==> src/rtl/pcbp_pkg.sv <==
// Shared constants, types and state encodings for the partition counter.
package pcbp_pkg;

    localparam int DEF_MAX_AMOUNT = 255;
    localparam int AMT_W          = 8;
    localparam int CMD_W          = 2;
    localparam int COUNT_W        = 63;
    localparam int QDEPTH         = 2;

    localparam logic [CMD_W-1:0] CMD_ALL   = 2'd0;
    localparam logic [CMD_W-1:0] CMD_UPTO  = 2'd1;
    localparam logic [CMD_W-1:0] CMD_RANGE = 2'd2;

    // One classified query: either a direct result (0 or 1) or a row-sum job.
    typedef struct packed {
        logic             direct;
        logic             one;
        logic [AMT_W-1:0] row;
        logic [AMT_W-1:0] lo;
        logic [AMT_W-1:0] hi;
    } job_t;

    typedef enum logic [1:0] {
        TBL_FILL,
        TBL_DRAIN,
        TBL_READY
    } tbl_state_t;

    typedef enum logic [1:0] {
        BK_IDLE,
        BK_RUN,
        BK_DRAIN,
        BK_DONE
    } bk_state_t;

endpackage

==> src/rtl/pcbp_queue.sv <==
// Small job queue between the front end and the summing back end.
module pcbp_queue
    import pcbp_pkg::*;
(
    input  logic clk,
    input  logic rst_n,
    input  logic push,
    input  job_t wdata,
    input  logic pop,
    output job_t rdata,
    output logic full,
    output logic empty
);

    localparam int PTR_W = (QDEPTH > 1) ? $clog2(QDEPTH) : 1;
    localparam int CNT_W = $clog2(QDEPTH + 1);

    job_t             slot_reg [QDEPTH];
    logic [PTR_W-1:0] wr_ptr_reg, wr_ptr_next;
    logic [PTR_W-1:0] rd_ptr_reg, rd_ptr_next;
    logic [CNT_W-1:0] level_reg, level_next;

    assign rdata = slot_reg[rd_ptr_reg];
    assign full  = (level_reg == CNT_W'(QDEPTH));
    assign empty = (level_reg == '0);

    always_comb
    begin
        wr_ptr_next = wr_ptr_reg;
        rd_ptr_next = rd_ptr_reg;
        level_next  = level_reg;
        if (push)
            wr_ptr_next = (wr_ptr_reg == PTR_W'(QDEPTH - 1)) ? '0 : wr_ptr_reg + PTR_W'(1);
        if (pop)
            rd_ptr_next = (rd_ptr_reg == PTR_W'(QDEPTH - 1)) ? '0 : rd_ptr_reg + PTR_W'(1);
        if (push && !pop)
            level_next = level_reg + CNT_W'(1);
        else if (pop && !push)
            level_next = level_reg - CNT_W'(1);
    end

    always_ff @(posedge clk)
    begin
        if (push)
            slot_reg[wr_ptr_reg] <= wdata;
    end

    always_ff @(posedge clk or negedge rst_n)
    begin
        if (!rst_n)
        begin
            wr_ptr_reg <= '0;
            rd_ptr_reg <= '0;
            level_reg  <= '0;
        end
        else
        begin
            wr_ptr_reg <= wr_ptr_next;
            rd_ptr_reg <= rd_ptr_next;
            level_reg  <= level_next;
        end
    end

endmodule

==> config.mk <==
export PLATFORM = sky130hd
export DESIGN_NAME = pcbp_queue
export DESIGN_NICKNAME = d
export VERILOG_FILES = /design/src/rtl/pcbp_pkg.sv /design/src/rtl/pcbp_queue.sv
export SDC_FILE = /design/constraint.sdc
export NUM_CORES = 1
export LEC_CHECK = 0
export BUFFER_PORTS_ARGS = -buffer_cell sky130_fd_sc_hd__buf_2
export CAP_MARGIN = 20
export CORE_UTILIZATION = 55
export CTS_CLUSTER_SIZE = 28
export DETAILED_ROUTE_END_ITERATION = 10
export PLACE_DENSITY = 0.83
export SYNTH_ARGS = -nofsm -noshare
export SYNTH_HDL_FRONTEND = slang
export SYNTH_SLANG_ARGS = --single-unit
==> constraint.sdc <==
create_clock -name clk -period 3.3 [get_ports clk]
set_input_delay 0.495 -clock clk [delete_from_list [all_inputs] [get_ports clk]]
set_output_delay 0.495 -clock clk [all_outputs]
set_load 0.05 [all_outputs]
# [Word-level counts from Yosys, hierarchy flattened]
# Memory sizes are Yosys's and may differ from the RTL's.
# Cells that the tools add are included.
# Widths: inputs -> output; s select.
[op_classes] n_reduce_logical=6 add_sub_neg=4 muxes=6 n_eq_ne=1
[op_table] cell="$mux 1" n=4
[op_table] cell="$mux 2" n=2
[op_table] cell="$add 1x1->1 const B" n=2
[op_table] cell="$add 2x1->2 const B" n=1
[op_table] cell="$eq 2x2->1 const B" n=1
[op_table] cell="$logic_and 1x1->1" n=2
[op_table] cell="$logic_not 1->1" n=2
[op_table] cell="$logic_not 2->1" n=1
[op_table] cell="$reduce_bool 2->1" n=1
[op_table] cell="$sub 2x1->2 const B" n=1
[totals] ff_bits=4 input_bits=30 ramBits=52 word_cells=21 mem_count=1
[memory_table] name="slot_reg" words=2 width=26 rd=1 rd_ports_with_merged_regs=0 write_ports=1 line_no="pcbp_queue.sv:18" source="job_t slot_reg [QDEPTH];"

# [Depth between registers and ports, before layout]
[depth] depth_word=4 depth_mapped=5

# [Worst setup path before layout]
# OpenSTA, ideal clock, no wires.
[synth_timing] path_kind="input port to flip-flop" start="input port push" end="memory slot_reg[0][0] in the netlist's numbering (enable)" path_slack_ns=1.202 path_stages=1 path_buffers=0 setup_time_ns=0.412 arrival_ns=1.686 cell_sequence="nor2b_1"
[synth_between] elab_chain_len=2
[synth_rtl] element="from (decl)" line_no="pcbp_queue.sv:7" source="input logic push,"
[synth_rtl] element="$mux 1" line_no="pcbp_queue.sv:44" source="if (push)"
[synth_rtl] element="$mux 1 (implied by the code)" line_no="pcbp_queue.sv:45" source="slot_reg[wr_ptr_reg] <= wdata;"
[synth_rtl] element="to (decl)" line_no="pcbp_queue.sv:18"
# Every way passes these cells.

==> Implementation_results.wiki <==
{| class="wikitable"
! Metric !! Value
|-
| Placeable core region || 0.003716 mm2
|-
| RSZ-0062 raised after global routing || no
|-
| Max-slew headroom at the worst pin || 55.39%
|-
| Max Fanout on Critical Path || 17
|-
| Final setup fails || 0
|-
| Global route total overflow || 0
|-
| Final hold viol count || 0
|-
| Post-synth cell types || 13
|-
| Endpoint, Worst Hold || slot_reg[0][19]
|-
| Transition time at the pin with the least slew margin || 0.6691 ns
|-
| Total clock buffers created by CTS || 5
|-
| Maximum number of pins on one net before global-route repair || 19
|-
| Static power due to leakage || 1.068 nW
|-
| Maximum vdd drop || between 0.0006 and 0.0007 V
|-
| Post-synth top cells || 52 x edfxtp_1, 19 x mux2_4, 7 x mux2_2
|-
| Count of buffers added by post-CTS timing repair for setup || 0
|-
| Number of clock sinks seen by CTS || 56
|-
| Die height || around 65 um
|-
| Endpoint required time on the critical path || 2.80 ns
|-
| Later-pin clock latency in the skew report || 0.30 ns
|-
| Synthesis Warnings || 0
|-
| Last weighted congestion value of the routability-driven placer || 0.6577
|-
| End-of-flow core utilization || 70.51%
|-
| Clock Tree Buf Depth || 2
|-
| Vias post-DR || 1076
|-
| Startpoint of the tightest hold check path || wdata[19]
|-
| Source of the worst register-to-register timing path || wr_ptr_reg
|-
| H-tree depth || 2
|-
| Number of enable flip-flop cells after synthesis || 52
|-
| Async SR Flop Fraction || under 10%
|-
| Layout cell share with drive strength beyond 1 || about three fifths
|-
| TritonCTS clock tree || yes
|-
| CP Class || flip-flop to primary output
|-
| Count of input and output buffers || 57
|-
| Setup TNS || 0 ns
|-
| Min-Delay Path Class || input pin to flip-flop
|-
| First drt pass iteration count || 4
|-
| Number of instances in the placed design || slightly above 200
|-
| Post-Route Hold Slack || about 0.37 ns
|-
| DRC violations left || 0
|-
| Half-perimeter wire length after detailed placement || approximately 2.3 mm
|-
| Area after DPL || 0.002495 mm2
|-
| Count of boundary I/O pins || 58
|-
| CTS clock-pin slew for the worst setup and hold paths || 0.10 ns
|-
| Fill cell instance count of the final layout || 239
|-
| Max-cap violation count || 0
|-
| Arrival time at the worst endpoint || 1.90 ns
|-
| Number of antenna repair diodes || 0
|-
| Synthesized net count || 128
|-
| Final Instance Count excl. Fillers || 211
|-
| Fin. max-slew vios || 0
|-
| Number of flip-flops under the largest register name || 52
|-
| Number of antenna violations at the first check in global routing || 0
|-
| Total wire length || ~3.2 mm
|-
| Clock root buffer || clkbuf_8
|-
| Syn Area/Cell || 22.30 um2
|-
| Worst clock skew || 0.007677 ns
|-
| Routed wire length per instance || 15.23 um
|-
| Dominant register cell in the synthesized netlist || edfxtp_1
|-
| Leading cell type by number of instances after synthesis || edfxtp_1
|-
| Maximum clock rate || 417.2 MHz
|-
| Die W || 64.72 um
|-
| Post-Syn Instances || 97
|-
| Area added between synthesis and finish || 21.11%
|-
| P per Cell Area || between 900 and 1000 mW/mm2
|-
| Cell area after layout || ~0.0026 mm2
|-
| Hold path depth || 1
|-
| First-pass GRT wire length || 5.092 mm
|-
| Part of the Yosys area used for sequential elements || just under 80%
|-
| Element type at the critical path end || primary output
|-
| All-layer global routing usage || 17.19%
|-
| Register-to-register setup slack || 1.74 ns
|-
| Cell taking the most area after synthesis || edfxtp_1
|-
| Cell row count || 22
|-
| Via count of the first global-routing pass || 1144
|-
| Number of violations reported at the end of detailed-routing iteration 0 || 26
|-
| Top area cells in the synthesized netlist || edfxtp_1 72%, mux2_4 13%, dfrtp_1 4.6%
|-
| Final net count || 193
|-
| Shortest clock period the worst path allows after layout || between 2 and 2.5 ns
|-
| Die outline area || 0.004188 mm2
|-
| Startpoint Class || flip-flop
|-
| Synthesis-stage register bit count || between 50 and 60
|-
| Number of nets with antenna violations after detailed routing || 0
|-
| Post-synth design cell area || 0.002163 mm2
|-
| Logic depth of the worst register-to-register path || 2
|-
| Final period utilization || between 70% and 80%
|-
| Via density || 5.100
|-
| Fraction of synthesized cell area taken by the top area cell type || 72.18%
|-
| R2R Path End || slot_reg[0][9]
|-
| Initial standard-cell utilization of the core || 58.22%
|-
| Outcome || completed
|}
## metrics by stage
step	setup WS (ns)	power (W)
floorplan	1.202	0.002000
global placement	1.267	0.002154
detailed placement	1.227	0.002186
CTS	0.8731	0.002623
global route	0.8229	0.002706
finish	0.9030	0.002598
## critical path, cell delays in order, from the launching register on
cell	delay, ns
dfrtp_1	0.78
buf_12	0.25
mux2_2	0.35
buf_2	0.21
## how the worst max path moves through the flow
stage	slack, ns	start	to
floorplan	1.20	push	slot_reg[0][0]
global placement	1.27	rd_ptr_reg	rdata[10]
detailed placement	1.23	rd_ptr_reg	rdata[6]
CTS	0.87	rd_ptr_reg	rdata[6]
global route	0.82	rd_ptr_reg	rdata[6]
finish	0.90	rd_ptr_reg	rdata[6]
## final cells by class
class / instances / area (um2) / area share (%)
flip-flops and latches: 56 / 1662 / 63.42
multi-input cells: 37 / 449.2 / 17.14
clock buffers: 5 / 68.82 / 2.627
well taps: 48 / 60.06 / 2.292
repair buffers: 61 / 330.3 / 12.61
clock inverters: 3 / 46.29 / 1.767
inverters: 1 / 3.754 / 0.1433
## where the power goes
part / total (W) / internal [W] / switching (W) / leakage [nW]
clock: 0.000441 / 0.000229 / 0.000213 / 0.0548
sequential: 0.00103 / 0.000946 / 0.0000878 / 0.535
combinational: 0.00112 / 0.000372 / 0.000751 / 0.479
## placed cells by master, fill, tap and decap left out
master | synthesis | routed
and2_1 | 1 | 1
buf_12 | 2 | 1
buf_2 | 0 | 57
buf_4 | 0 | 2
bufinv_16 | 0 | 1
clkbuf_8 | 0 | 5
clkinvlp_4 | 0 | 1
dfrtp_1 | 4 | 4
dlygate4sd3_1 | 0 | 1
edfxtp_1 | 52 | 52
ha_1 | 1 | 1
inv_1 | 1 | 1
inv_6 | 0 | 1
mux2_2 | 7 | 7
mux2_4 | 19 | 19
nor2_1 | 2 | 2
nor2b_1 | 2 | 1
nor2b_2 | 0 | 1
xnor2_1 | 1 | 1
xor2_1 | 4 | 4
## logic make-up (layout without fill, tap and decap cells)
family	count (synthesis)	count (layout)	synth area share, %
fa+ha+maj	1	1	0.5783
mux	26	26	16.83
flops	56	56	76.81
simple gates	5	5	1.215
xor+xnor	5	5	2.024
buf+inv	4	70	2.545
## routing by layer
| metal | part of all wire, % | routed length (um) | track usage, % |
|---|---|---|---|
| met5 | 0 | 0 | 0 |
| met4 | 1.3 | 41 | 6.667 |
| met2 | 56 | 1786 | 30.99 |
| met1 | 37 | 1202 | 18.54 |
| met3 | 5.7 | 183 | 5.458 |
## what timing repair did
action,CTS,global route
hold buffers,1,0
gates resized for setup,0,0
hold endpoints to repair,4,0
Note: power is estimated with default switching activity, not from simulation.
