## config.mk

```make
export PLATFORM = sky130hd
export DESIGN_NAME = pcbp_front
export DESIGN_NICKNAME = d
export VERILOG_FILES = /design/src/rtl/pcbp_pkg.sv /design/src/rtl/pcbp_front.sv
export SDC_FILE = /design/constraint.sdc
export NUM_CORES = 1
export LEC_CHECK = 0
export BUFFER_PORTS_ARGS = -buffer_cell sky130_fd_sc_hd__buf_2
export CAP_MARGIN = 20
export CORE_UTILIZATION = 51
export DETAILED_ROUTE_END_ITERATION = 16
export PLACE_DENSITY = 0.86
export SETUP_SLACK_MARGIN = 0.15
export SLEW_MARGIN = 5
export SYNTH_ARGS = -nofsm -noshare
export SYNTH_HDL_FRONTEND = slang
export SYNTH_SLANG_ARGS = --single-unit
```

## constraint.sdc

```tcl
create_clock -name vclk -period 5.89
set_input_delay 1.178 -clock vclk [all_inputs]
set_output_delay 1.178 -clock vclk [all_outputs]
set_load 0.03 [all_outputs]
```

## src/rtl/pcbp_pkg.sv

```systemverilog
// Shared constants, types and state encodings for the partition counter.
package pcbp_pkg;

    localparam int DEF_MAX_AMOUNT = 255;
    localparam int AMT_W          = 8;
    localparam int CMD_W          = 2;
    localparam int COUNT_W        = 63;
    localparam int QDEPTH         = 2;

    localparam logic [CMD_W-1:0] CMD_ALL   = 2'd0;
    localparam logic [CMD_W-1:0] CMD_UPTO  = 2'd1;
    localparam logic [CMD_W-1:0] CMD_RANGE = 2'd2;

    // One classified query: either a direct result (0 or 1) or a row-sum job.
    typedef struct packed {
        logic             direct;
        logic             one;
        logic [AMT_W-1:0] row;
        logic [AMT_W-1:0] lo;
        logic [AMT_W-1:0] hi;
    } job_t;

    typedef enum logic [1:0] {
        TBL_FILL,
        TBL_DRAIN,
        TBL_READY
    } tbl_state_t;

    typedef enum logic [1:0] {
        BK_IDLE,
        BK_RUN,
        BK_DRAIN,
        BK_DONE
    } bk_state_t;

endpackage

```

## src/rtl/pcbp_front.sv

```systemverilog
// Front end: input handshake and query classification into a row-sum job.
module pcbp_front
    import pcbp_pkg::*;
#(
    parameter int MAX_AMOUNT = DEF_MAX_AMOUNT
)
(
    input  logic             in_valid,
    output logic             in_stall,
    input  logic [CMD_W-1:0] command,
    input  logic [AMT_W-1:0] amount,
    input  logic [AMT_W-1:0] min_parts,
    input  logic [AMT_W-1:0] max_parts,
    input  logic             tbl_ready,
    input  logic             q_full,
    output logic             push,
    output job_t             job
);

    localparam logic [AMT_W:0] MaxAmt = (AMT_W+1)'(MAX_AMOUNT);

    logic [AMT_W-1:0] hi_clamp;
    logic             beyond;

    assign in_stall = !tbl_ready || q_full;
    assign push     = in_valid && !in_stall;

    always_comb
    begin
        hi_clamp   = (max_parts > amount) ? amount : max_parts;
        beyond     = {1'b0, amount} > MaxAmt;
        job.direct = 1'b1;
        job.one    = 1'b0;
        job.row    = amount;
        job.lo     = '0;
        job.hi     = '0;
        if (!beyond)
        begin
            if (amount == '0)
            begin
                case (command)
                    CMD_ALL, CMD_UPTO: job.one = 1'b1;
                    // empty partition counted only for ranges 0..0 and 0..1
                    CMD_RANGE: job.one = (min_parts == '0) && (max_parts <= AMT_W'(1));
                    default:   job.one = 1'b0;
                endcase
            end
            else
            begin
                case (command)
                    CMD_ALL:
                    begin
                        job.direct = 1'b0;
                        job.lo     = AMT_W'(1);
                        job.hi     = amount;
                    end
                    CMD_UPTO:
                    begin
                        if (hi_clamp != '0)
                        begin
                            job.direct = 1'b0;
                            job.lo     = AMT_W'(1);
                            job.hi     = hi_clamp;
                        end
                    end
                    CMD_RANGE:
                    begin
                        if (!(min_parts > amount) && !(min_parts > hi_clamp))
                        begin
                            job.direct = 1'b0;
                            job.lo     = min_parts;
                            job.hi     = hi_clamp;
                        end
                    end
                    default: job.direct = 1'b1;
                endcase
            end
        end
    end

endmodule

```

## Word level (Yosys, flattened, before mapping)

Index checks and enable logic that the tools add are counted.

| operators by class | value |
|---|---|
| magnitude comparators | 4 |
| equal/unequal tests | 2 |
| multiplexer cells | 11 |
| reductions and logical operators | 13 |

Operator list:

| operator | number |
|---|---|
| case mux 16 bit (3 select lines) | 1 |
| two-way mux 16 bit | 2 |
| greater-than comparator 8 bit | 3 |
| logical NOT 8 bit | 2 |
| two-way mux 9 bit | 1 |
| less-or-equal comparator 8 x 1 -> 1 bit, second input constant | 1 |
| two-way mux 8 bit | 1 |
| nonzero test 8 bit | 1 |
| logical NOT 1 bit | 4 |
| two-way mux 1 bit | 4 |
| logical AND 1 bit | 3 |
| case mux 1 bit (3 select lines) | 1 |
| == test 2 x 1 -> 1 bit, second input constant | 1 |
| == test 2 bit, second input constant | 1 |
| logical NOT 2 bit | 1 |
| case mux 1 bit (2 select lines) | 1 |
| OR reduction 2 bit | 1 |
| logical OR 1 bit | 1 |

| word-level totals | value |
|---|---|
| flip-flop bits (word level) | 0 |
| word-level logic and storage cells | 30 |

## Logic depth before layout (Yosys ltp)

Gate-level depths: netlist of run 1.

| logic depth | value |
|---|---|
| depth after elaboration | 8 |
| depth in mapped cells | 18 |

## Worst setup path before layout of run 1

No wires, ideal clock.

| timing path | value |
|---|---|
| path kind | input port to output port |
| start point | in amount[1] |
| end point | out job[6] in the netlist's numbering |
| arrival | 4.474 ns |
| setup slack | 0.238 ns |
| stages | 18 |
| cell sequence | inv_1 -> ha_1 -> nor2b_1 -> o211ai_1 -> a21oi_1 -> o22ai_2 -> buf_2 -> nor2_1 -> a21oi_1 -> ha_1 -> a211oi_1 -> nor2_1 -> nor4bb_1 -> o22a_1 -> buf_4 -> buf_4 -> nand3_1 -> a31oi_1 |

RTL lines:

| item | line | text |
|---|---|---|
| start, declared | pcbp_front.sv:11 | `input logic [AMT_W-1:0] amount,` |
| end, declared | pcbp_front.sv:17 | `output job_t job` |

==> results of run 1 <==
-- how the worst min path moves through the flow --
stage | startpoint | end | cells after the start
floorplan | amount[0] | job[16] | 1
global placement | amount[4] | job[20] | 2
detailed placement | amount[1] | job[17] | 2
CTS | amount[1] | job[17] | 2
global route | amount[7] | job[23] | 2
finish | amount[4] | job[20] | 2
-- critical path: cells and delay by family --
kind	cells	cell delay (ps)
adder cells (fa/ha/maj)	2	630
AO/OA/AOI/OAI	7	1290
buffers and inverters	7	910
multiplexers	1	330
AND/OR/NAND/NOR	1	100
-- final cells by class --
type                       count  area, um2
tap                           28       35.0
multi-input combinational    155       1130
fill                         215        679
timing repair buffer          67        388
inverter                      12       45.0
-- layout by cell type, fill, tap and decap left out, types with 2 or more instances in the layout --
cell,n
buf_2,52
ha_1,24
nor2_1,20
nand3_1,16
a21oi_1,13
inv_1,11
nor2b_1,11
and2_1,9
buf_4,9
mux2i_1,8
a31oi_1,8
o21ai_0,5
nand4_1,4
nor4_1,4
buf_6,4
o31ai_1,3
a21oi_2,2
a211oi_1,2
nor4bb_1,2
and4_1,2
nand2_1,2
nor3_1,2
o21ai_1,2
clkbuf_4,2
-- per-stage QoR --
| stage | hold WS, ps | setup slack [ps] | utilization, % | std cells | power (uW) |
|---|---|---|---|---|---|
| after floorplan | 2490 | 238 | - | 182 | 131 |
| after global placement | 2640 | 301 | 66.1 | 255 | 172 |
| after detailed placement | 2640 | 225 | 66.1 | 255 | 176 |
| after CTS | 2640 | 226 | 66.1 | 255 | 177 |
| after global routing | 2650 | 101 | 70.1 | 262 | 220 |
| final | 2650 | 262 | 70.1 | 262 | 203 |
-- cell families after synthesis --
kind of cell               synth area share [%]
buffers and inverters                      11.4
adders and majority gates                  23.8
AOI/OAI and AO/OA                          22.4
and+or+nand+nor                            33.9
muxes                                      8.43
-- what timing repair did --
action                                 CTS  global route
endpoints found under the hold margin    0             0
setup endpoints to repair                0            17
gates resized for setup                  0            23
hold buffers                             0             0
setup buffers                            0             5
-- where the power goes --
group	total [uW]	leakage, uW	switching, uW	internal (uW)
Sequential	0	0	0	0
Clock	0	0	0	0
Combinational	203	0.000796	120	82.7
-- layer usage --
layer / track usage (%) / vias to the layer above / part of all wire [%]
li1: - / 772 / -
met1: 39.9 / 720 / 41
met2: 49.1 / 98 / 48
met3: 1.17 / 10 / 9.1
met4: 4.50 / 0 / 1.8
met5: 0 / - / 0
==> results by group, run 1 <==
Status
  – Status: completed

STA
  – Final setup violation count: 0
  – RSZ-0062 raised after global routing: false
  – Final Hold Viols: 0
  – Setup tns final: 0 ps
  – Part of the cycle the worst path needs: 95.6%
  – Max Slew Vio Count: 0
  – Final Critical Period: 5630 ps
  – FMAX: between 0.15 and 0.2 GHz
  – Worst-Margin Slew: 595 ps
  – Slew HR: between 60 and 70%

Synth
  – Syn avg cell area: 6.93 um2
  – Mapped Cells: 182
  – Yosys Warn Count: 0
  – Post-synthesis sequential area ratio: 0%
  – Cell Area, Synth: 1260 um2
  – Synth top area cells: ha_1 24%, buf_4 6.5%, mux2i_1 6.3%, nand3_1 6.3%, a21oi_1 6.0%
  – Synth top area share: about a quarter
  – Post-Synthesis Net Count: approximately 240
  – Most common cell in the netlist: ha_1
  – Cell taking the most area after synthesis: ha_1
  – Netlist cell types: 37
  – Post-synth top cells: 24 x ha_1, 20 x nor2_1, 16 x nand3_1

Worst hold path
  – Hold Crit Class: in2out

Final layout
  – Area Overhead vs Synth: 26.6%
  – Finished Cell Area: 1600 um2
  – Seq. cell area: 0 um2
  – Clock buffer cells: 0
  – Layout cells sized above 1: 32.9%
  – Seq cells: 0
  – # diodes: 0
  – NumNets Final: around 290

Drt
  – 1st-iter DRT viols: 63
  – Antenna viol nets, final: 0
  – DR vias/cell: 6.11
  – Final WL: 4000 um
  – DR vias: roughly 1.6k
  – Wire length per cell: 15.3 um
  – Drt drc: 0
  – Pre-antenna DRT Iters: 4

Setup path
  – CP Class: in2out
  – CP Launch Type: input port
  – Worst path slowest cell: ha_1
  – Worst EP required: 4710 ps
  – Worst Setup End Kind: primary output
  – CP Launch Point: amount[3]
  – Slowest stage delay, CP: 360 ps
  – CP Cell Sequence: buf_2, inv_1, ha_1, a21oi_1, a21oi_2, o22ai_2, buf_6, buf_4, buf_4, mux2_2, ha_1, nand4_1, o31ai_1, o22a_2, buf_2, o21a_1, a22o_1, clkbuf_4
  – Arr. time, crit path: 4450 ps
  – CP max FO: 8
  – Capture point of the worst path: job[8]

Floorplanning
  – I/O Pins: 57
  – Starting density of the core: 55.4%
  – Die height: 51.7 um
  – Die Area: 2680 um2
  – DIE WIDTH: between 50 and 60 um
  – Core Area: 2280 um2
  – FP Rows: 17

Global route
  – Global-route wire length before repair: 6030 um
  – GRT overflow: 0
  – Total track usage: ~29%
  – Initial antenna violation count: 0
  – Vias in the first global route: 1350
  – Largest net degree at the start of global routing: 21

Placed design
  – Placed cell area: around 1500 um2
  – Port-buffer cells: 57
  – Hpwl dp: 2990 um
  – RePlAce Congestion: 0.842

Power
  – P_leak: 0.000796 uW
  – VDD IR max: approximately 0.08 mV
  – PD cells: 127 nW/um2

Run
  – Number of max-cap violations: 0
(Power assumes the default switching activity.)
==> run 2: changes to the inputs <==
PLACE_DENSITY = 0.95   (was 0.86)
==> run 2 against run 1 <==
  * Critical path depth grew 1
  * Combinational power about the same
  * Highest routed layer unchanged
  * First-iteration DRC count increased by 24%
  * Via count decreased by 0.19%
  * Sequential cell count did not move
  * Die area did not move
  * Non-clock buffer count down 1
==> results by group, run 2 (synthesized netlist as in run 1, its figures left out) <==
STA
  – Setup tns final: 0 ps
  – Final setup violation count: 0
  – Final Hold Viols: 0
  – Setup WS post-layout: 225 ps
  – Max Slew Vio Count: 0
  – Slew HR: 59.5%
  – RSZ-0062 raised after global routing: false
  – Part of the cycle the worst path needs: just under 100%
  – Worst-Margin Slew: 604 ps
  – Final Critical Period: 5670 ps
  – FMAX: between 0.15 and 0.2 GHz

Final layout
  – NumNets Final: around 290
  – Multi-input logic area: between 1000 and 1500 um2
  – Clock buffer cells: 0
  – Seq. cell area: 0 um2
  – Final Non-Filler Cells: 261
  – Layout cells sized above 1: 32.6%
  – Seq cells: 0
  – Fillcell total: about 210
  – Most common cell after layout, fill and taps aside: buf_2
  – # diodes: 0
  – Most frequent cells in the layout: 50 x buf_2, 23 x ha_1, 20 x nor2_1
  – Area Overhead vs Synth: 27.3%

Status
  – Status: completed

Worst hold path
  – Hold Crit Class: in2out
  – Hold_sp: amount[4]

Setup path
  – CP Launch Point: amount[1]
  – Slowest stage delay, CP: 310 ps
  – Arr. time, crit path: about 4500 ps
  – CP Launch Type: input port
  – Worst Setup End Kind: primary output
  – Worst EP required: 4710 ps
  – CP bufs+invs: 5
  – CP Class: in2out
  – Worst path slowest cell: o211ai_1
  – CP Cell Sequence: buf_2, inv_4, ha_4, nor2b_1, o211ai_1, a21oi_2, o22ai_2, buf_6, nor2_1, a21oi_1, ha_1, a211oi_2, nor2_1, nor4bb_1, o22a_1, buf_6, o21a_1, o21ai_0, buf_2
  – Crit path max-delay family: compound AO/OA/AOI/OAI gates
  – CP max FO: 9

Floorplanning
  – Die height: 51.7 um
  – FP Rows: 17
  – Starting density of the core: 55.4%
  – Core Area: 2280 um2
  – I/O Pins: 57
  – Die Area: 2680 um2
  – DIE WIDTH: 51.7 um

Run
  – Number of max-cap violations: 0

Global route
  – GRT overflow: 0
  – Global-route wire length before repair: 5810 um
  – Total track usage: ~28%
  – Initial antenna violation count: 0
  – Largest net degree at the start of global routing: 21
  – Vias in the first global route: 1371

Drt
  – 1st-iter DRT viols: just under 80
  – DR vias: ~1.6k
  – Wire length per cell: 15.2 um
  – Drt drc: 0
  – DR vias/cell: 6.12
  – Final WL: 3970 um
  – Pre-antenna DRT Iters: 4
  – Antenna viol nets, final: 0

Power
  – PD cells: 126 nW/um2
  – Pwr Total: 201 uW
  – VDD IR max: 0.108 mV
  – P_leak: just under 0.0008 uW

Placed design
  – Placed Cells: 255
  – Port-buffer cells: 57
  – Hpwl dp: 2980 um
  – Pre-CTS setup slack: around 130 ps
  – RePlAce Congestion: 0.908
[run 2: worst paths after layout]
kind / cells after the start / end / slack [ps]
worst max-delay path: 19 / job[25] / 220
worst min-delay path: 2 / job[20] / 2650
[run 2: stage by stage]
stage	hold WS [ps]	instance area, um2	util (%)
after global placement	2640	1510	66.1
after floorplan	2490	1260	-
after CTS	2640	1520	66.7
after detailed placement	2640	1510	66.1
after global routing	2660	1610	70.5
final	2650	1610	70.5
[run 2: power breakdown]
part           total (uW)  internal (uW)  switching [uW]
combinational         201           81.1             120
sequential              0              0               0
clock                   0              0               0
[run 2: per-layer routing]
| metal | share of wire, % | vias to the layer above | track usage [%] |
|---|---|---|---|
| met5 | 0 | - | 0 |
| met4 | 1.1 | 0 | 2.25 |
| met3 | 8.3 | 6 | 0.585 |
| met2 | 49 | 90 | 52.6 |
| met1 | 42 | 726 | 35.4 |
| li1 | - | 775 | - |
[run 2: layout make-up]
cell class                      count  area share, %
Tap cell                           28           2.18
Timing Repair Buffer               66           23.8
Inverter                           12           2.96
Multi-Input combinational cell    155           71.1
[run 2: what timing repair did]
| item | CTS | global route |
|---|---|---|
| hold buffers | 0 | 0 |
| endpoints found under the setup margin | 5 | 17 |
| setup buffers | 0 | 4 |
| gates cloned | 0 | 2 |
| pin swaps | 0 | 12 |
| gates resized for setup | 5 | 17 |
