### config.mk
export PLATFORM = sky130hd
export DESIGN_NAME = pcbp_back
export DESIGN_NICKNAME = d
export VERILOG_FILES = /design/src/rtl/pcbp_pkg.sv /design/src/rtl/pcbp_back.sv
export SDC_FILE = /design/constraint.sdc
export NUM_CORES = 1
export LEC_CHECK = 0
export BUFFER_PORTS_ARGS = -buffer_cell sky130_fd_sc_hd__buf_2
export CAP_MARGIN = 20
export CORE_ASPECT_RATIO = 0.6
export CORE_MARGIN = 3
export CORE_UTILIZATION = 30
export CTS_BUF_LIST = sky130_fd_sc_hd__clkbuf_16
export DETAILED_ROUTE_END_ITERATION = 10
export SLEW_MARGIN = 20
export SYNTH_ARGS = -nofsm -noshare
export SYNTH_HDL_FRONTEND = slang
export SYNTH_SLANG_ARGS = --single-unit
### constraint.sdc
create_clock -name clk -period 8.94 [get_ports clk]
set_input_delay 1.788 -clock clk [delete_from_list [all_inputs] [get_ports clk]]
set_output_delay 1.788 -clock clk [all_outputs]
set_load 0.01 [all_outputs]
### src/rtl/pcbp_pkg.sv
// Shared constants, types and state encodings for the partition counter.
package pcbp_pkg;

    localparam int DEF_MAX_AMOUNT = 255;
    localparam int AMT_W          = 8;
    localparam int CMD_W          = 2;
    localparam int COUNT_W        = 63;
    localparam int QDEPTH         = 2;

    localparam logic [CMD_W-1:0] CMD_ALL   = 2'd0;
    localparam logic [CMD_W-1:0] CMD_UPTO  = 2'd1;
    localparam logic [CMD_W-1:0] CMD_RANGE = 2'd2;

    // One classified query: either a direct result (0 or 1) or a row-sum job.
    typedef struct packed {
        logic             direct;
        logic             one;
        logic [AMT_W-1:0] row;
        logic [AMT_W-1:0] lo;
        logic [AMT_W-1:0] hi;
    } job_t;

    typedef enum logic [1:0] {
        TBL_FILL,
        TBL_DRAIN,
        TBL_READY
    } tbl_state_t;

    typedef enum logic [1:0] {
        BK_IDLE,
        BK_RUN,
        BK_DRAIN,
        BK_DONE
    } bk_state_t;

endpackage

### src/rtl/pcbp_back.sv
// Back end: row sum over the part range or a direct result, held for output.
module pcbp_back
    import pcbp_pkg::*;
#(
    parameter int MAX_AMOUNT = DEF_MAX_AMOUNT
)
(
    input  logic                             clk,
    input  logic                             rst_n,
    input  logic                             q_empty,
    input  job_t                             job,
    output logic                             pop,
    output logic [$clog2(MAX_AMOUNT+1)-1:0]  rd_row,
    output logic [$clog2(MAX_AMOUNT+1)-1:0]  rd_col,
    input  logic [COUNT_W-1:0]               rd_data,
    output logic                             out_valid,
    input  logic                             out_stall,
    output logic [COUNT_W-1:0]               count
);

    localparam int IDX_W = $clog2(MAX_AMOUNT + 1);

    bk_state_t          state_reg, state_next;
    logic [IDX_W-1:0]   row_reg, row_next;
    logic [AMT_W-1:0]   col_reg, col_next;
    logic [AMT_W-1:0]   hi_reg, hi_next;
    logic [COUNT_W-1:0] acc_reg, acc_next;
    logic               rd_vld_reg, rd_vld_next;
    logic               out_valid_reg, out_valid_next;
    logic [COUNT_W-1:0] out_count_reg, out_count_next;

    assign rd_row    = row_reg;
    assign rd_col    = IDX_W'(col_reg);
    assign out_valid = out_valid_reg;
    assign count     = out_count_reg;

    always_comb
    begin
        state_next     = state_reg;
        row_next       = row_reg;
        col_next       = col_reg;
        hi_next        = hi_reg;
        pop            = 1'b0;
        rd_vld_next    = 1'b0;
        acc_next       = rd_vld_reg ? (acc_reg + rd_data) : acc_reg;
        out_valid_next = out_valid_reg && out_stall;
        out_count_next = out_count_reg;
        case (state_reg)
            BK_IDLE:
            begin
                if (!q_empty)
                begin
                    pop = 1'b1;
                    if (job.direct)
                    begin
                        acc_next   = COUNT_W'(job.one);
                        state_next = BK_DONE;
                    end
                    else
                    begin
                        acc_next   = '0;
                        row_next   = IDX_W'(job.row);
                        col_next   = job.lo;
                        hi_next    = job.hi;
                        state_next = BK_RUN;
                    end
                end
            end
            BK_RUN:
            begin
                rd_vld_next = 1'b1;
                if (col_reg == hi_reg)
                    state_next = BK_DRAIN;
                else
                    col_next = col_reg + AMT_W'(1);
            end
            // last read word is added this cycle
            BK_DRAIN: state_next = BK_DONE;
            BK_DONE:
            begin
                if (!out_valid_reg || !out_stall)
                begin
                    out_valid_next = 1'b1;
                    out_count_next = acc_reg;
                    state_next     = BK_IDLE;
                end
            end
            default: state_next = BK_IDLE;
        endcase
    end

    always_ff @(posedge clk)
    begin
        row_reg       <= row_next;
        col_reg       <= col_next;
        hi_reg        <= hi_next;
        acc_reg       <= acc_next;
        out_count_reg <= out_count_next;
    end

    always_ff @(posedge clk or negedge rst_n)
    begin
        if (!rst_n)
        begin
            state_reg     <= BK_IDLE;
            rd_vld_reg    <= 1'b0;
            out_valid_reg <= 1'b0;
        end
        else
        begin
            state_reg     <= state_next;
            rd_vld_reg    <= rd_vld_next;
            out_valid_reg <= out_valid_next;
        end
    end

endmodule

Yosys cells after proc, flatten, opt, wreduce, memory -nomap -nowiden
Index checks and enable logic that the tools add are counted.
{"block": "totals", "mem_bits_ro": 0, "mem_bits_rw": 0, "in_bits": 93, "output_inout_bits": 81, "register_bits": 154, "word_cells": 49, "latchBits": 0, "memories": 0}
{"block": "classes", "order_cmp": 0, "n_mux": 18, "n_addsub": 2, "eq_ne": 9, "n_shift": 0, "n_bitwise": 2, "div": 0, "reduce_logical": 10, "multipliers": 0}
{"op": "2-to-1 mux 63 bit", "count": 3}
{"op": "adder 63 bit", "count": 1}
{"op": "2-to-1 mux 8 bit", "count": 3}
{"op": "one-hot mux 8 bit (2 select lines)", "count": 1}
{"op": "inequality test 2 bit, second input constant", "count": 5}
{"op": "adder 8 x 1 -> 8 bit, second input constant", "count": 1}
{"op": "== test 8 bit", "count": 1}
{"op": "2-to-1 mux 2 bit", "count": 4}
{"op": "one-hot mux 2 bit (4 select lines)", "count": 1}
{"op": "2-to-1 mux 1 bit", "count": 6}
{"op": "AND reduction 3 bit", "count": 2}
{"op": "== test 2 bit, second input constant", "count": 2}
{"op": "AND reduction 4 bit", "count": 1}
{"op": "== test 2 x 1 -> 1 bit, second input constant", "count": 1}
{"op": "logical NOT 1 bit", "count": 2}
{"op": "logical NOT 2 bit", "count": 1}
{"op": "inverter 1 bit", "count": 2}
{"op": "AND reduction 2 bit", "count": 1}
{"op": "nonzero test 2 bit", "count": 1}
{"op": "logical AND 1 bit", "count": 1}
{"op": "logical OR 1 bit", "count": 1}

Longest topological paths before layout
Gate-level depths: netlist (run 1).
{"block": "logic_depth", "depth_word": 4, "mapped_depth": 12, "depth_no_buf": 12}

Worst setup path after synthesis (run 1)
OpenSTA, ideal clock, no wires.
{"block": "synth_timing", "path_kind": "in2reg", "from": "input port out_stall", "to": "register out_count_reg[0] (netlist: count[0]) (enable)", "required_ns": 8.360, "cell_stages": 1, "setup_slack_ns": 2.002, "arrival_time_ns": 6.358, "path_buffers": 0, "path_cell_list": "a21boi_0"}
{"block": "synth_via", "elab_chain_len": 3}
{"element": "start, declared", "line": "pcbp_back.sv:17", "text": "input logic out_stall,"}
{"element": "logical NOT 1 bit", "line": "pcbp_back.sv:81", "text": "if (!out_valid_reg || !out_stall)"}
{"element": "logical OR 1 bit", "line": "pcbp_back.sv:81"}
{"element": "AND reduction 2 bit (no source line)"}
{"element": "end signal, assigned", "line": "pcbp_back.sv:98", "text": "out_count_reg <= out_count_next;"}
{"element": "end, declared", "line": "pcbp_back.sv:30", "text": "logic [COUNT_W-1:0] out_count_reg, out_count_next;"}
Every way passes these cells.
A chain may end at the register's enable or synchronous reset.

Worst setup path after layout (run 1)
{"block": "layout_timing", "from": "input port rd_data[0]", "to": "register acc_reg[58]"}
{"block": "layout_via", "elab_chain_len": 4}
{"element": "start, declared", "line": "pcbp_back.sv:15", "text": "input logic [COUNT_W-1:0] rd_data,"}
{"element": "adder 63 bit (*)", "line": "pcbp_back.sv:45", "text": "acc_next = rd_vld_reg ? (acc_reg + rd_data) : acc_reg;"}
{"element": "2-to-1 mux 63 bit (*)", "line": "pcbp_back.sv:45"}
{"element": "2-to-1 mux 63 bit", "line": "pcbp_back.sv:51", "text": "if (!q_empty)"}
{"element": "2-to-1 mux 63 bit (*)", "line": "pcbp_back.sv:48", "text": "case (state_reg)"}
{"element": "named net acc_next[58]", "line": "pcbp_back.sv:27", "text": "logic [COUNT_W-1:0] acc_reg, acc_next;"}
{"element": "end signal, assigned", "line": "pcbp_back.sv:97", "text": "acc_reg <= acc_next;"}
{"element": "end, declared", "line": "pcbp_back.sv:27"}
The timed path passes the listed nets; every way through them passes the cells marked *.

==> results of run 1 <==
-- worst register-to-register path, cell delays in order, from the launching register on --
cell	delay, ns
dfxtp_1	0.33
ha_1	0.24
fa_1	0.44
a211oi_1	0.26
o21a_1	0.24
a221oi_2	0.12
o211ai_2	0.32
a31oi_1	0.18
o211ai_1	0.36
nand4_2	0.21
nand3_1	0.19
a21boi_0	0.12
o32ai_1	0.26
-- metal layers --
layer | up-vias | global-route usage (%)
met5 | - | 0
li1 | 3695 | -
met4 | 0 | 3.277
met2 | 215 | 22.52
met1 | 3532 | 23.95
met3 | 16 | 3.455
-- logic make-up after synthesis --
| logic type | synth area share (%) |
|---|---|
| buffers and inverters | 2.661 |
| AND/OR/NAND/NOR | 13.17 |
| multiplexers | 4.893 |
| XOR/XNOR | 5.918 |
| AO/OA/AOI/OAI | 19.83 |
| flip-flops | 44.02 |
| adder cells (fa/ha/maj) | 9.508 |
-- cell usage after synthesis (28+ instances only) --
cell / instances / area share, %
a21o_1: 37 / 3.1
a21oi_1: 91 / 5.0
clkbuf_1: 32 / 1.3
dfxtp_1: 63 / 14
edfxtp_1: 87 / 29
ha_1: 67 / 9.3
mux2i_1: 43 / 4.8
nand2_1: 58 / 2.4
nand3_1: 28 / 1.6
nor2_1: 83 / 3.5
o21ai_0: 45 / 2.5
xnor2_1: 28 / 2.7
xor2_1: 33 / 3.2
-- cell type report --
class                   count  area share [%]
clock inverters            15           1.394
clock buffers              17           3.917
well taps                 400           4.609
multi-input cells         688           44.43
inverters                  21          0.7259
repair buffers            178           8.319
flip-flops and latches    154           36.61
-- where the power goes --
| group | leakage (nW) | switching, mW | total (mW) | internal, mW |
|---|---|---|---|---|
| Sequential | 1.39 | 0.177 | 1.29 | 1.11 |
| Combinational | 2.95 | 1.27 | 2.10 | 0.837 |
| Clock | 0.282 | 0.315 | 0.727 | 0.412 |
-- stage by stage --
step	worst slack, ns	utilization (%)
floorplan	2.002	-
global placement	4.114	35.23
detailed placement	4.031	35.23
CTS	4.443	37.20
global route	4.170	37.20
finish	4.434	37.20
-- worst paths after layout --
| kind | start | endpoint | cells after the start |
|---|---|---|---|
| max | rd_data[0] | acc_reg[58]$_DFF_P_ | 13 |
| min | acc_reg[26]$_DFF_P_ | count[26]$_DFFE_PP_ | 0 |
| max reg2reg | acc_reg[0]$_DFF_P_ | acc_reg[58]$_DFF_P_ | 12 |
| min reg2reg | acc_reg[26]$_DFF_P_ | count[26]$_DFFE_PP_ | 0 |
| max in group asynchronous | rst_n | rd_vld_reg$_DFF_PN0_ | 1 |
| min in group asynchronous | rst_n | state_reg[0]$_DFFE_PN0P_ | 1 |
==> impl_metrics.csv, run 1 <==
group,metric,value,unit
outcome,status,"complete, no violations",
detailed_routing,ant_nets,0,
clock_tree,numCtsBuffers,17,
timing,drv_slew,0,
timing,rsz0062_at_grt,"false",
global_routing,overflow,0,
detailed_routing,drt_iter0_markers,701,
timing,fin_crit_sh,50.41,%
detailed_routing,wl_met3,1432,µm
yosys,async_flop_share,2.597,%
detailed_routing,drcViolationCount,0,
timing,tns,0,ns
global_routing,antenna_found_initial,0,
placed_design,place_area,10280,µm²
timing,period_minus_slack,4.506,ns
critical_path,worstPathRequired,9.27,ns
cells_and_area,nets,1221,
yosys,netlist_area,9027,µm²
floorplanning,io_pins,174,
flow_run,max_cap_violations,0,
cells_and_area,nFillCells,2967,
critical_path,cpPeakStageDelay,0.44,ns
floorplanning,core_area,29190,µm²
global_routing,first_global_vias,6980,
cells_and_area,finish.instance_area,10860,µm²
detailed_routing,wl_met2,10770,µm
power_and_ir_drop,p_per_area,379.3,nW/µm²
clock_tree,cts_setup_buffers,0,
critical_path,cp_cell_sequence,"buf_2 > ha_1 > fa_1 > a211oi_1 > o21a_1 > a221oi_2 > o211ai_2 > a31oi_1 > o211ai_1 > nand4_2 > nand3_1 > a21boi_0 > o32ai_1",
detailed_routing,vias,7458,
placed_design,dp_hpwl,19070,µm
clock_tree,clk_pin_slew,0.07,ns
critical_path,worstPathMaxFanout,5,
cells_and_area,seq_area,3975,µm²
timing,hold_viol_final,0,
floorplanning,die_h,140.4,µm
detailed_routing,vias_per_cell,5.063,
floorplanning,initial_core_util,30.93,%
yosys,ys_seq_area_share,44.02,%
cells_and_area,multiInputGateArea,4825,µm²
global_routing,grt_pass1_wl,40180,µm
placed_design,place.port_buffers,173,
detailed_routing,drt-pass1-iter-count,5,
timing,setup_viol,0,
yosys,synth.distinct_cells,73,
yosys,yosysWarnings,0,
critical_path,crit_family,"compound AO/OA/AOI/OAI gates",
detailed_routing,wl_met1,13010,µm
cells_and_area,final_cells,1473,
clock_tree,holdBufCountCts,0,
clock_tree,cts.sinks,154,
placed_design,post-place-cells,1441,
yosys,synthCells,904,
yosys,synth.avg_cell_area,9.986,µm²
clock_tree,cts.path.max_buffers,2,
power_and_ir_drop,p_leak,4.628,nW
detailed_routing,routed.top_layer,"met4",
critical_path,worst-setup-path-type,"input pin to flip-flop",
cells_and_area,n_antenna_cell,0,
timing,fin_skew,0.01432,ns
critical_path,crit_slowest_cell,"fa_1",
yosys,ys_seq_elements,154,
yosys,synthesis.nets,1065,
clock_tree,cts_tree,"done",
yosys,synth_top_flop_cell,"edfxtp_1",
cells_and_area,area_growth,20.29,%
clock_tree,clk_latency,0.43,ns
critical_path,arrival,4.83,ns
placed_design,gp_congestion,0.9220,
cells_and_area,final_common_cell,"buf_2",
timing,tightest_slew,1.006,ns
timing,worst_hold_slack,0.4642,ns
floorplanning,die_area,32280,µm²
clock_tree,cts_resized,0,
critical_path,crit_buf_inv,1,
critical_path,endpoint_kind,"flip-flop",
hold_path,hold_class,"flip-flop to flip-flop",
power_and_ir_drop,finalPower,4.119,mW
power_and_ir_drop,vdd_ir_drop_max,0.0001768,V
clock_tree,root_buffer,"clkbuf_16",
timing,slew_headroom,32.87,%
critical_path,reg2reg_slack,5.57,ns
global_routing,grt_start_max_net_pins,64,
critical_path,crit_path_start_kind,"input pin",
cells_and_area,most-common-layout-cells,"buf_2, a21oi_1, edfxtp_1, nor2_1, ha_1",
detailed_routing,drt_wl_total,25410,µm
cells_and_area,drive_gt1_share,21.25,%
clock_tree,htreeDepth,4,
floorplanning,dieWidth,229.9,µm
detailed_routing,wl_per_cell,17.25,µm
timing,timing.fmax,0.2219,GHz
global_routing,grt_usage,15.70,%
floorplanning,std_cell_rows,48,
yosys,synth_edf_count,87,
Note: power is estimated with default switching activity, not from simulation.
==> run 2, diff against run 1 <==
clock period = 3.6 ns   (was 8.94 ns; I/O delays follow)
==> run 2 against run 1 <==
  * Count of clock-buffer cells in the layout unchanged
  * Critical path depth unchanged
  * Combinational power increased to 2.6 times the previous value
  * Sequential share of layout area decreased by 1.1 points
  * Cell count increased by 2.3%
  * Non-clock buffer count increased by 34
  * Clock skew decreased by 0.00083 ns
  * Routed wire length increased by 4.1%
  * Worst setup slack got worse by 4.1 ns
  * Power increased to 2.6 times the previous value
  * Sequential power increased to 2.5 times the previous value
  * Hold slack got worse by 0.38 ns
==> impl_metrics.csv, run 2 (synthesized netlist as in run 1, its figures left out) <==
group,metric,value,unit
timing,rsz0062_at_grt,"false",
cells_and_area,area_growth,23.91,%
timing,timing.fmax,0.3109,GHz
floorplanning,die_area,32280,µm²
detailed_routing,drcViolationCount,0,
critical_path,r2r_cells,11,
global_routing,first_global_vias,7314,
timing,fin_crit_sh,89.35,%
floorplanning,die_h,140.4,µm
cells_and_area,drive_gt1_share,23.67,%
floorplanning,initial_core_util,30.93,%
critical_path,crit_family,"compound AO/OA/AOI/OAI gates",
cells_and_area,n_antenna_cell,0,
placed_design,dp_hpwl,19880,µm
timing,period_minus_slack,3.216,ns
power_and_ir_drop,p_leak,4.833,nW
floorplanning,io_pins,174,
global_routing,grt_start_max_net_pins,64,
clock_tree,clk_latency,0.45,ns
placed_design,place_area,10550,µm²
critical_path,arrival,3.60,ns
placed_design,gp_congestion,0.9212,
clock_tree,cts_tree,"done",
floorplanning,dieWidth,229.9,µm
clock_tree,cts.path.max_buffers,2,
critical_path,cpPeakStageDelay,0.39,ns
detailed_routing,vias_per_cell,5.090,
global_routing,overflow,0,
outcome,status,"complete, no violations",
global_routing,grt_pass1_wl,41160,µm
cells_and_area,most-common-layout-cells,"buf_2, a21oi_1, edfxtp_1, nor2_1, ha_1",
cells_and_area,nets,1255,
clock_tree,cts_resized,0,
detailed_routing,wl_per_cell,17.55,µm
timing,worst_hold_slack,0.08313,ns
timing,hold_viol_final,0,
clock_tree,clk_pin_slew,0.07,ns
critical_path,worst-setup-path-type,"input pin to flip-flop",
detailed_routing,drt_iter0_markers,809,
detailed_routing,ant_nets,0,
critical_path,rr_endpoint,"acc_reg[47]$_DFF_P_",
critical_path,r2r_start,"acc_reg[1]$_DFF_P_",
detailed_routing,vias,7671,
power_and_ir_drop,p_per_area,957.3,nW/µm²
floorplanning,core_area,29190,µm²
critical_path,reg2reg_slack,0.40,ns
critical_path,crit_slowest_cell,"fa_1",
critical_path,cp_cell_sequence,"buf_2 > ha_1 > fa_1 > a211oi_1 > o21a_1 > a22oi_1 > a21oi_1 > o211ai_1 > a221o_1 > a211oi_1 > xnor2_1 > mux2i_1 > nor2_1",
critical_path,worstPathRequired,3.98,ns
critical_path,worstPathMaxFanout,3,
placed_design,place.port_buffers,173,
critical_path,crit_path_start_kind,"input pin",
detailed_routing,drt-pass1-iter-count,6,
power_and_ir_drop,finalPower,10.71,mW
timing,drv_slew,0,
timing,setup_viol,0,
timing,tightest_slew,0.9503,ns
cells_and_area,finish.instance_area,11190,µm²
detailed_routing,drt_wl_total,26450,µm
global_routing,grt_usage,16.33,%
timing,fin_skew,0.01349,ns
floorplanning,std_cell_rows,48,
clock_tree,numCtsBuffers,17,
clock_tree,cts_setup_buffers,0,
clock_tree,holdBufCountCts,0,
critical_path,endpoint_kind,"flip-flop",
clock_tree,root_buffer,"clkbuf_16",
timing,slew_headroom,36.58,%
power_and_ir_drop,vdd_ir_drop_max,0.0003117,V
critical_path,crit_buf_inv,1,
flow_run,max_cap_violations,0,
critical_path,crit_top_cell,"a211oi_1",
cells_and_area,final_common_cell,"buf_2",
clock_tree,htreeDepth,4,
global_routing,antenna_found_initial,0,
clock_tree,cts.sinks,154,
hold_path,hold_class,"input pin to asynchronous set/reset pin",
==> run 2: changes by cell type in the layout (fill, tap and decap cells not counted), sizes merged <==
cell / before / now
bufinv: 2 / 5
inv: 25 / 26
clkinvlp: 2 / 1
clkinv: 7 / 4
buf: 178 / 212
==> run 2: area by class of cell <==
| class | instances | area [µm²] |
|---|---|---|
| Sequential cell | 154 | 3975 |
| Tap cell | 400 | 500.5 |
| Clock inverter | 15 | 210.2 |
| Fill cell | 2951 | 18000 |
| Multi-Input combinational cell | 688 | 4825 |
| Inverter | 21 | 78.83 |
| Clock buffer | 17 | 425.4 |
| Timing Repair Buffer | 212 | 1171 |
==> run 2: worst max-delay path by stage <==
| stage | end | slack [ns] | depth (start not counted) | startpoint |
|---|---|---|---|---|
| 3_5_place_dp | acc_reg[58]$_DFF_P_ | -0.05 | 13 | rd_data[0] |
| 5_1_grt | acc_reg[47]$_DFF_P_ | 0.12 | 11 | acc_reg[1]$_DFF_P_ |
| 3_3_place_gp | acc_reg[24]$_DFF_P_ | 0.03 | 13 | rd_data[0] |
| 2_1_floorplan | acc_reg[52]$_DFF_P_ | 0.36 | 12 | rd_data[0] |
| 4_1_cts | acc_reg[47]$_DFF_P_ | 0.39 | 11 | acc_reg[1]$_DFF_P_ |
| 6_report | acc_reg[24]$_DFF_P_ | 0.38 | 13 | rd_data[0] |
==> run 2: report_power, final <==
group	switching (mW)	leakage, nW	internal, mW
logic	3.17	3.12	2.28
clock network	0.762	0.323	1.22
registers	0.507	1.39	2.76
total	4.44	4.83	6.26
==> run 2: worst reg2reg max path: stages (launching register included) <==
cell and delay [ns]:
dfxtp_1 0.43, ha_1 0.29, a211oi_1 0.33, o211ai_2 0.15, a21oi_1 0.24, o41ai_2 0.15
a211o_1 0.38, a41oi_2 0.35, nor2_1 0.09, a21oi_1 0.33, o21ai_0 0.16, a211oi_1 0.21
==> run 2: through the flow <==
step / setup TNS [ns] / util (%) / setup WS (ns) / std cells
finish: 0 / 38.32 / 0.3836 / 1507
global route: 0 / 38.32 / 0.1153 / 1507
CTS: 0 / 38.32 / 0.3914 / 1507
detailed placement: -0.1057 / 36.15 / -0.05476 / 1475
global placement: 0 / 36.15 / 0.02786 / 1475
floorplan: 0 / - / 0.3573 / 904
==> run 2: layer usage <==
layer	part of all wire, %	track usage, %
met5	0	0
met4	1.8	5.308
met3	5.5	3.963
met2	42	23.48
met1	50	23.89
==> run 3, diff against run 2 <==
BUFFER_PORTS_ARGS = -buffer_cell sky130_fd_sc_hd__buf_4   (was -buffer_cell sky130_fd_sc_hd__buf_2)
PLACE_DENSITY = 0.49   (was default)
==> run 3 against run 2 <==
  * First-iteration DRC count fell by 16%
  * Critical path type unchanged
  * Non-clock buffer count is 11 higher
  * Largest power group unchanged
  * Design area rose by 3.7%
  * Maximum frequency is 0.84% lower
==> impl_metrics.csv, run 3 (synthesized netlist as in run 1, its figures left out) <==
group,metric,value,unit
outcome,status,"complete, no violations",
detailed_routing,vias,7552,
global_routing,antenna_found_initial,0,
power_and_ir_drop,vdd_ir_drop_max,0.0003423,V
critical_path,reg2reg_slack,0.43,ns
timing,period_minus_slack,3.244,ns
cells_and_area,seq_area,3975,µm²
timing,hold_viol_final,0,
cells_and_area,final_common_cell,"buf_4",
detailed_routing,drcViolationCount,0,
power_and_ir_drop,share_comb_of_total_power,53.8,%
global_routing,grt_pass1_wl,42250,µm
detailed_routing,ant_nets,0,
critical_path,crit_path_start_kind,"input pin",
floorplanning,core_area,29190,µm²
power_and_ir_drop,clkPwrFrac,16.1,%
cells_and_area,nets,1266,
floorplanning,io_pins,174,
power_and_ir_drop,switching_share,41.86,%
clock_tree,cts.sinks,154,
placed_design,post-place-cells,1486,
clock_tree,root_buffer,"clkbuf_16",
clock_tree,holdBufCountCts,0,
cells_and_area,nFillCells,2959,
timing,fin_skew,0.01299,ns
power_and_ir_drop,p_leak,4.975,nW
detailed_routing,drt-pass1-iter-count,5,
clock_tree,clk_latency,0.44,ns
detailed_routing,drt_wl_total,26880,µm
global_routing,grt_start_max_net_pins,64,
critical_path,rr_endpoint,"acc_reg[58]$_DFF_P_",
floorplanning,die_h,140.4,µm
placed_design,place.port_buffers,173,
cells_and_area,multiInputGateArea,4825,µm²
clock_tree,cts.path.max_buffers,2,
cells_and_area,drive_gt1_share,24.60,%
clock_tree,cts_tree,"done",
critical_path,worstPathMaxFanout,5,
critical_path,r2r_cells,12,
clock_tree,cts_setup_buffers,0,
timing,timing.fmax,0.3083,GHz
power_and_ir_drop,switching_power,4.489,mW
clock_tree,clk_pin_slew,0.06,ns
flow_run,max_cap_violations,0,
timing,rsz0062_at_grt,"false",
placed_design,dp_hpwl,20520,µm
timing,fin_crit_sh,90.10,%
critical_path,worstPathRequired,3.94,ns
critical_path,r2r_start,"acc_reg[0]$_DFF_P_",
floorplanning,dieWidth,229.9,µm
global_routing,overflow,0,
timing,setup_viol,0,
detailed_routing,wl_per_cell,17.71,µm
power_and_ir_drop,p_per_area,924.1,nW/µm²
cells_and_area,most-common-layout-cells,"buf_4, a21oi_1, edfxtp_1, nor2_1, ha_1",
placed_design,gp_congestion,0.8796,
clock_tree,numCtsBuffers,17,
clock_tree,htreeDepth,4,
timing,slew_headroom,40.41,%
floorplanning,initial_core_util,30.93,%
critical_path,arrival,3.59,ns
timing,tightest_slew,0.8938,ns
power_and_ir_drop,seq_power_share,30.2,%
critical_path,worst-setup-path-type,"input pin to flip-flop",
clock_tree,cts_resized,0,
floorplanning,die_area,32280,µm²
hold_path,hold_class,"input pin to asynchronous set/reset pin",
detailed_routing,vias_per_cell,4.975,
floorplanning,std_cell_rows,48,
timing,drv_slew,0,
global_routing,first_global_vias,7184,
cells_and_area,final_cells,1518,
power_and_ir_drop,internal_power,6.235,mW
detailed_routing,drt_iter0_markers,679,
cells_and_area,area_growth,28.55,%
critical_path,endpoint_kind,"flip-flop",
cells_and_area,finish.instance_area,11600,µm²
global_routing,grt_usage,16.77,%
placed_design,place_area,11050,µm²
cells_and_area,n_antenna_cell,0,
run 3: cell count changes in the layout (fill, tap and decap cells not counted):
cell        before  now
buf_4           38  223
buf_2          173    0
bufinv_16        5    1
inv_1           24   21
clkinvlp_4       1    3
inv_6            1    3
buf_12           1    0
clkinv_1         1    2
clkinv_2         1    2
clkinv_4         2    3
inv_2            0    1
inv_4            1    0
run 3: worst max-delay path by stage:
stage	startpoint	cells past startpoint	end	slack, ns
after floorplan	rd_data[0]	12	acc_reg[52]$_DFF_P_	0.36
after global placement	rd_data[0]	14	acc_reg[62]$_DFF_P_	0.03
after detailed placement	rd_data[0]	13	acc_reg[58]$_DFF_P_	-0.1
after CTS	rd_data[0]	13	acc_reg[58]$_DFF_P_	0.36
after global routing	rd_data[0]	13	acc_reg[58]$_DFF_P_	0.04
final	rd_data[0]	13	acc_reg[58]$_DFF_P_	0.36
run 3: per-stage QoR:
| step | setup WS, ns | total power, mW | utilization [%] | hold slack, ns | setup TNS, ns |
|---|---|---|---|---|---|
| 2_1_floorplan | 0.3573 | 6.963 | - | 0.4244 | 0 |
| 3_3_place_gp | 0.03295 | 9.004 | 37.87 | 0.4475 | 0 |
| 3_5_place_dp | -0.09878 | 9.000 | 37.87 | 0.4511 | -0.3058 |
| 4_1_cts | 0.3555 | 10.80 | 39.76 | 0.03840 | 0 |
| 5_1_grt | 0.03521 | 11.61 | 39.76 | 0.04252 | 0 |
| 6_report | 0.3565 | 10.72 | 39.76 | 0.06710 | 0 |
run 3: metal layers:
| layer | global-route usage (%) | wire, µm | vias to the layer above |
|---|---|---|---|
| li1 | - | - | 3779 |
| met1 | 26.30 | 14520 | 3566 |
| met2 | 22.82 | 10710 | 184 |
| met3 | 3.354 | 1255 | 23 |
| met4 | 4.718 | 403 | 0 |
| met5 | 0 | 0 | - |
run 3: power groups by stage:
stage	Clock, mW	Sequential [mW]	Combinational, mW
4_1_cts	1.78	3.25	5.78
5_1_grt	1.86	3.33	6.42
6_report	1.73	3.23	5.76
2_1_floorplan	0	3.28	3.68
3_5_place_dp	0	3.27	5.73
3_3_place_gp	0	3.27	5.74
run 3: cell type report:
cell class              instances  share of cell area, %
flip-flops and latches        154                  34.25
well taps                     400                  4.313
clock buffers                  17                  3.666
inverters                      21                 0.6792
repair buffers                223                  14.43
clock inverters                15                  1.089
multi-input cells             688                  41.57
run 3: worst max-delay path, stage by stage:
cell and delay [ns]:
buf_4 0.11, ha_1 0.23, fa_1 0.41, a211oi_1 0.28
o21a_1 0.23, a221oi_2 0.11, o211ai_2 0.24, a31oi_1 0.14
o211ai_1 0.31, nand4_2 0.21, nand3_1 0.20, a21boi_0 0.12
o32ai_1 0.28
